<file path="src/hw/rtl/qte_pkg.sv">
// shared types, constants and tables for the quaternion to euler converter
`default_nettype none
package qte_pkg;

  // datapath width of the cordic vectors and argument words
  localparam int DW = 36;
  // width of the q24 radian angle accumulator
  localparam int AW = 28;
  // width used for angle scaling before clamping
  localparam int ZW = 30;
  // entries in the arctangent table
  localparam int TABLE_LEN = 24;
  // steps of the square root chain
  localparam int SQRT_STEPS = 32;
  localparam int CORDIC_STAGES_DEF = 16;

  localparam logic signed [DW-1:0] ONE_Q28 = DW'(268435456);
  localparam logic signed [AW-1:0] HALF_PI_Q24 = AW'(26353589);
  localparam logic signed [ZW-1:0] PI_Q12 = ZW'(12868);
  localparam logic signed [ZW-1:0] TWO_PI_Q12 = ZW'(25736);

  typedef enum logic [1:0] {
    PC_NORMAL = 2'd0,
    PC_NORTH  = 2'd1,
    PC_SOUTH  = 2'd2
  } pole_t;

  // one vector travelling through the cordic chain
  typedef struct packed {
    logic signed [DW-1:0] x;
    logic signed [DW-1:0] y;
    logic signed [AW-1:0] z;
    logic                 zero;
  } cordic_t;

  // arguments that ride along the square root chain
  typedef struct packed {
    logic signed [DW-1:0] yaw_y;
    logic signed [DW-1:0] yaw_x;
    logic signed [DW-1:0] roll_y;
    logic signed [DW-1:0] roll_x;
    logic signed [DW-1:0] s;
    pole_t                pc;
  } side_t;

  // atan(2^-i) in q24 radians, rounded to nearest
  function automatic logic signed [AW-1:0] atan_q24(input int idx);
    logic signed [AW-1:0] r;
    unique case (idx)
      0:  r = AW'(13176795);
      1:  r = AW'(7778716);
      2:  r = AW'(4110060);
      3:  r = AW'(2086331);
      4:  r = AW'(1047214);
      5:  r = AW'(524117);
      6:  r = AW'(262123);
      7:  r = AW'(131069);
      8:  r = AW'(65536);
      9:  r = AW'(32768);
      10: r = AW'(16384);
      11: r = AW'(8192);
      12: r = AW'(4096);
      13: r = AW'(2048);
      14: r = AW'(1024);
      15: r = AW'(512);
      16: r = AW'(256);
      17: r = AW'(128);
      18: r = AW'(64);
      19: r = AW'(32);
      20: r = AW'(16);
      21: r = AW'(8);
      22: r = AW'(4);
      23: r = AW'(2);
      default: r = '0;
    endcase
    return r;
  endfunction

  // q24 angle to q12 with floor, clamped to +-lim
  function automatic logic signed [16:0] to_q12(input logic signed [ZW-1:0] a,
                                                input logic signed [ZW-1:0] lim);
    logic signed [ZW-1:0] r;
    r = a >>> 12;
    if (r > lim) r = lim;
    if (r < -lim) r = -lim;
    return r[16:0];
  endfunction

endpackage
`default_nettype wire

</file>
<file path="src/hw/rtl/qte_isqrt_cell.sv">
// one step of the pipelined integer square root
`default_nettype none
module qte_isqrt_cell import qte_pkg::*; #(
  parameter int STEP = 0
) (
  input  wire logic        clk,
  input  wire logic        rst_n,
  input  wire logic        en,
  input  wire logic        vld_i,
  input  wire logic [63:0] rem_i,
  input  wire logic [63:0] res_i,
  input  wire side_t       side_i,
  output logic             vld_o,
  output logic [63:0]      rem_o,
  output logic [63:0]      res_o,
  output side_t            side_o
);

  localparam logic [63:0] BIT = 64'd1 << (62 - 2 * STEP);

  logic        vld_r;
  logic [63:0] rem_r, rem_nxt;
  logic [63:0] res_r, res_nxt;
  side_t       side_r;
  logic [63:0] trial;

  always_comb begin
    trial = res_i + BIT;
    if (rem_i >= trial) begin
      rem_nxt = rem_i - trial;
      res_nxt = (res_i >> 1) + BIT;
    end else begin
      rem_nxt = rem_i;
      res_nxt = res_i >> 1;
    end
  end

  always_ff @(posedge clk) begin
    if (!rst_n) begin
      vld_r <= 1'b0;
    end else if (en) begin
      vld_r <= vld_i;
    end
  end

  always_ff @(posedge clk) begin
    if (en) begin
      rem_r  <= rem_nxt;
      res_r  <= res_nxt;
      side_r <= side_i;
    end
  end

  assign vld_o  = vld_r;
  assign rem_o  = rem_r;
  assign res_o  = res_r;
  assign side_o = side_r;

endmodule
`default_nettype wire

</file>
<file path="config.mk">
export PLATFORM = sky130hd
export DESIGN_NAME = qte_isqrt_cell
export DESIGN_NICKNAME = d
export VERILOG_FILES = /design/src/hw/rtl/qte_pkg.sv /design/src/hw/rtl/qte_isqrt_cell.sv
export SDC_FILE = /design/constraint.sdc
export NUM_CORES = 1
export LEC_CHECK = 0
export ABC_AREA = 1
export BUFFER_PORTS_ARGS = -buffer_cell sky130_fd_sc_hd__buf_2
export CAP_MARGIN = 0
export CELL_PAD_IN_SITES_DETAIL_PLACEMENT = 0
export CELL_PAD_IN_SITES_GLOBAL_PLACEMENT = 2
export CORE_MARGIN = 1.5
export CORE_UTILIZATION = 26
export CTS_BUF_LIST = sky130_fd_sc_hd__clkbuf_8
export DETAILED_ROUTE_END_ITERATION = 10
export PLACE_DENSITY_LB_ADDON = 0.08
export SYNTH_ARGS = -nofsm -noshare
export SYNTH_HDL_FRONTEND = slang
export SYNTH_SLANG_ARGS = --single-unit
</file>
<file path="constraint.sdc">
create_clock -name clk -period 2.07 [get_ports clk]
set_clock_uncertainty 0.15 [all_clocks]
set_input_delay 0.1035 -clock clk [delete_from_list [all_inputs] [get_ports clk]]
set_output_delay 0.1035 -clock clk [all_outputs]
set_load 0.01 [all_outputs]
</file>
==> impl_results.md <==
* Outcome: complete, but fails checks
* Failing checks: hold timing
* Yosys reg bits at 311
* Maximum net fanout on the critical path at 4
* DR vias at 17.96k
* Synthesized area per cell at 8.708 µm²
* Sequential area share after synthesis at 0.5638
* Adder-Cell Fraction of Synth Area at 0.04961
* Sw Share at 0.3190
* Combinational share of power at 0.288
* Initial Util at 0.2628
* CP required at 2.34 ns
* Combinational family with the most area after synthesis: simple AND/OR/NAND/NOR gates
* Gr ovfl total at 0
* Hold Fails Final Rpt at 16
* DRC viols at 0
* Die Ht at 255.3 µm
* Synth Net Count at 2279
* Setup Crit Path Kind: in -> reg
* First-pass GRT wire length at 121.9 mm
* Post-Synth Simple-Gate Area at 0.2529
* Worst Max-Slew Pin Slew at 0.4245 ns
* Drt total wl at 87.65 mm
* Via/cell ratio at 4.223
* Core area at 0.06297 mm²
* Max VDD drop at 0.5227 mV
* CTS tree: done
* Mapped Area at 0.01655 mm²
* Reg clk slew, reported paths at 0.06 ns
* Distinct cells, synth at 34
* Total Routing Usage GR at 0.2608
* CTS Buffer Depth at 3
* XOR/XNOR Fraction of Synth Area at 0.01694
* Syn-to-layout area delta at 75.24%
* CTS sink count at 311
* Die width at 255.3 µm
* Leak Pwr at 14.93 nW
* Area contributors post-synth: edfxtp_1, nand2_1, inv_1
* Cell taking the most area after synthesis: edfxtp_1
* Clk_lat worst skew at 0.63 ns
* Largest stage delay on the critical path at 0.57 ns
* Synth Area in Compound Gates at 0.01649
* Sequential power share at 0.408
* Slew Limit Headroom at 0.7170
* Sw power at 0.006139 W
* Bufs and invs on worst path at 4
* Synth warn at 0
* Root Driver: clkbuf_8
* Worst EP arrival at 2.28 ns
* Post-DP HPWL at 69.72 mm
* Crit-path slowest cell: dlygate4sd3_1
* TritonCTS Buffers at 59
* Antenna viol nets, final at 0
* Mux share of post-synthesis cell area at 0
* Synthesized instance count at 1900
* Top delay family on crit path: buffers and inverters
* Setup violators final at 0
* Fin util at 0.4605
* Pwr/cell area at 663.7 mW/mm²
* Fmax at 0.4993 GHz
* Iter 0 DRT Violations at 985
* Row count at 92
* Critical Path Most Common Cell: nand2_1
* Fin nets at 3736
* RSZ-0062 raised after global routing: yes
* Clock Power Share at 0.304
* Initial antenna violation count at 20
* IO Pins at 625
* Vias in the first global route at 18.14k
* Drt pass-1 iters at 5
* Worst Setup End Kind: flip-flop
* Avg WL per Cell at 20.60 µm
* Internal at 0.01310 W
* Fin crit period at 2.003 ns
* Hold WC Path Type: in -> reg
* CP cell instances: buf_2 -> ha_1 -> dlygate4sd3_1 -> buf_4 -> nand2_1 -> o21ai_0 -> a21oi_1 -> nand2_1 -> a21oi_1 -> buf_4 -> nand3_1 -> nand3_1 -> nand2_1
* CP Launch Type: input port
* Fraction of synthesized cell area taken by the top area cell type at 0.5626
* Layout cells sized above 1 at 0.3232
* Die area at 0.06516 mm²
* Period utilization at 0.9676
* Gpl congestion at 1.028
* Max-slew violation count at 0
* IO buf count at 624
* Number of max-cap violations at 0
* Worst hold slack at -0.5131 ns
* CTS H-tree depth at 2
* Largest net degree at the start of global routing at 65
==> sequential cells by signal (all words and copies together) (netlist names) <==
| register | cells |
|---|---|
| res_o | 64 |
| vld_o | 1 |
| rem_o | 64 |
| side_o | 182 |
==> power groups by stage <==
stage | sequential [W] | clock, W | combinational, W
2_1_floorplan | 0.00828 | 0 | 0.00170
3_3_place_gp | 0.00796 | 0 | 0.00480
3_5_place_dp | 0.00795 | 0 | 0.00480
4_1_cts | 0.00784 | 0.00600 | 0.00552
5_1_grt | 0.00791 | 0.00626 | 0.00605
6_report | 0.00785 | 0.00584 | 0.00555
==> worst register-to-register path, stage by stage (launching register included) <==
cell and delay, ns:
dfxtp_1 0.31, o21ai_0 0.15, a21oi_1 0.05, dlygate4sd3_1 0.56
==> final cells by class <==
| type | instances | area [µm²] |
|---|---|---|
| inverter | 409 | 1564 |
| clock buffer | 60 | 825.8 |
| fill | 6314 | 33970 |
| clock inverter | 44 | 261.5 |
| sequential | 311 | 9329 |
| multi-input combinational | 1167 | 5642 |
| tap | 846 | 1059 |
| antenna | 8 | 20.02 |
| timing repair buffer | 1409 | 10290 |
==> worst paths after layout <==
path | from | to | slack (ns) | cells after the start
setup reg to reg | vld_o$_SDFFE_PN0P_ | vld_o$_SDFFE_PN0P_ | 0.74 | 3
hold / removal | res_i[13] | res_o[12]$_DFFE_PP_ | -0.51 | 1
setup / recovery | rem_i[59] | rem_o[61]$_DFFE_PP_ | 0.07 | 13
hold reg to reg | vld_o$_SDFFE_PN0P_ | vld_o$_SDFFE_PN0P_ | 0.96 | 3
==> per-stage QoR <==
step | setup TNS (ns) | power [W] | setup slack, ns | instances | area, µm²
2_1_floorplan | -0.1176 | 0.009982 | -0.005590 | 1900 | 16610
3_3_place_gp | -43.32 | 0.01276 | -0.9918 | 3679 | 23190
3_5_place_dp | -40.41 | 0.01275 | -0.9703 | 3679 | 23190
4_1_cts | 0 | 0.01937 | 0.02560 | 4220 | 28660
5_1_grt | -0.005513 | 0.02022 | -0.005427 | 4251 | 28990
6_report | 0 | 0.01924 | 0.06710 | 4254 | 29000
==> routing by layer <==
layer / track usage / vias up / wire length [µm]
met3: 0.04841 / 134 / 4904
met5: 0 / - / 59
met1: 0.3418 / 8446 / 39240
met2: 0.4374 / 519 / 40900
met4: 0.07456 / 10 / 2548
li1: - / 8854 / -
==> repair_timing <==
action / CTS / global route
resized for setup: 2 / 15
gates cloned: 0 / 0
hold endpoints to repair: 621 / 32
pin swaps: 0 / 3
setup buffers: 0 / 1
hold buffers: 437 / 25
endpoints found under the setup margin: 3 / 64
==> logic make-up (layout without fill, tap and decap cells) <==
group                      count (synthesis)  in the layout
buffers and inverters                    422           1922
DFF                                      311            311
xor gates and xnor gates                  32             32
adders and majority gates                 65             65
and+or+nand+nor                         1017           1017
AOI/OAI and AO/OA                         53             53
other                                      0              8
==> cells in the final DEF (no fill, tap or decap), drive strengths merged, types with 9 or more instances in the layout <==
cell type    Yosys  routed
clkbuf           0      60
nand4           20      20
inv            408     417
buf             13     947
nand2          771     771
xor2            30      30
a21oi           44      44
nand3           91      91
nor2           119     119
dlygate4sd3      0     462
o21ai            9       9
clkinv           1      33
ha              64      64
nor3            10      10
edfxtp         310     310
==> synth_stat cells, drive strengths merged <==
| cell type | count |
|---|---|
| a21oi | 44 |
| and2 | 2 |
| and3 | 1 |
| buf | 13 |
| clkinv | 1 |
| dfxtp | 1 |
| edfxtp | 310 |
| fa | 1 |
| ha | 64 |
| inv | 408 |
| nand2 | 771 |
| nand3 | 91 |
| nand4 | 20 |
| nor2 | 119 |
| nor3 | 10 |
| nor4 | 3 |
| o21ai | 9 |
| xnor2 | 2 |
| xor2 | 30 |
Note: power is estimated with default switching activity, not from simulation.
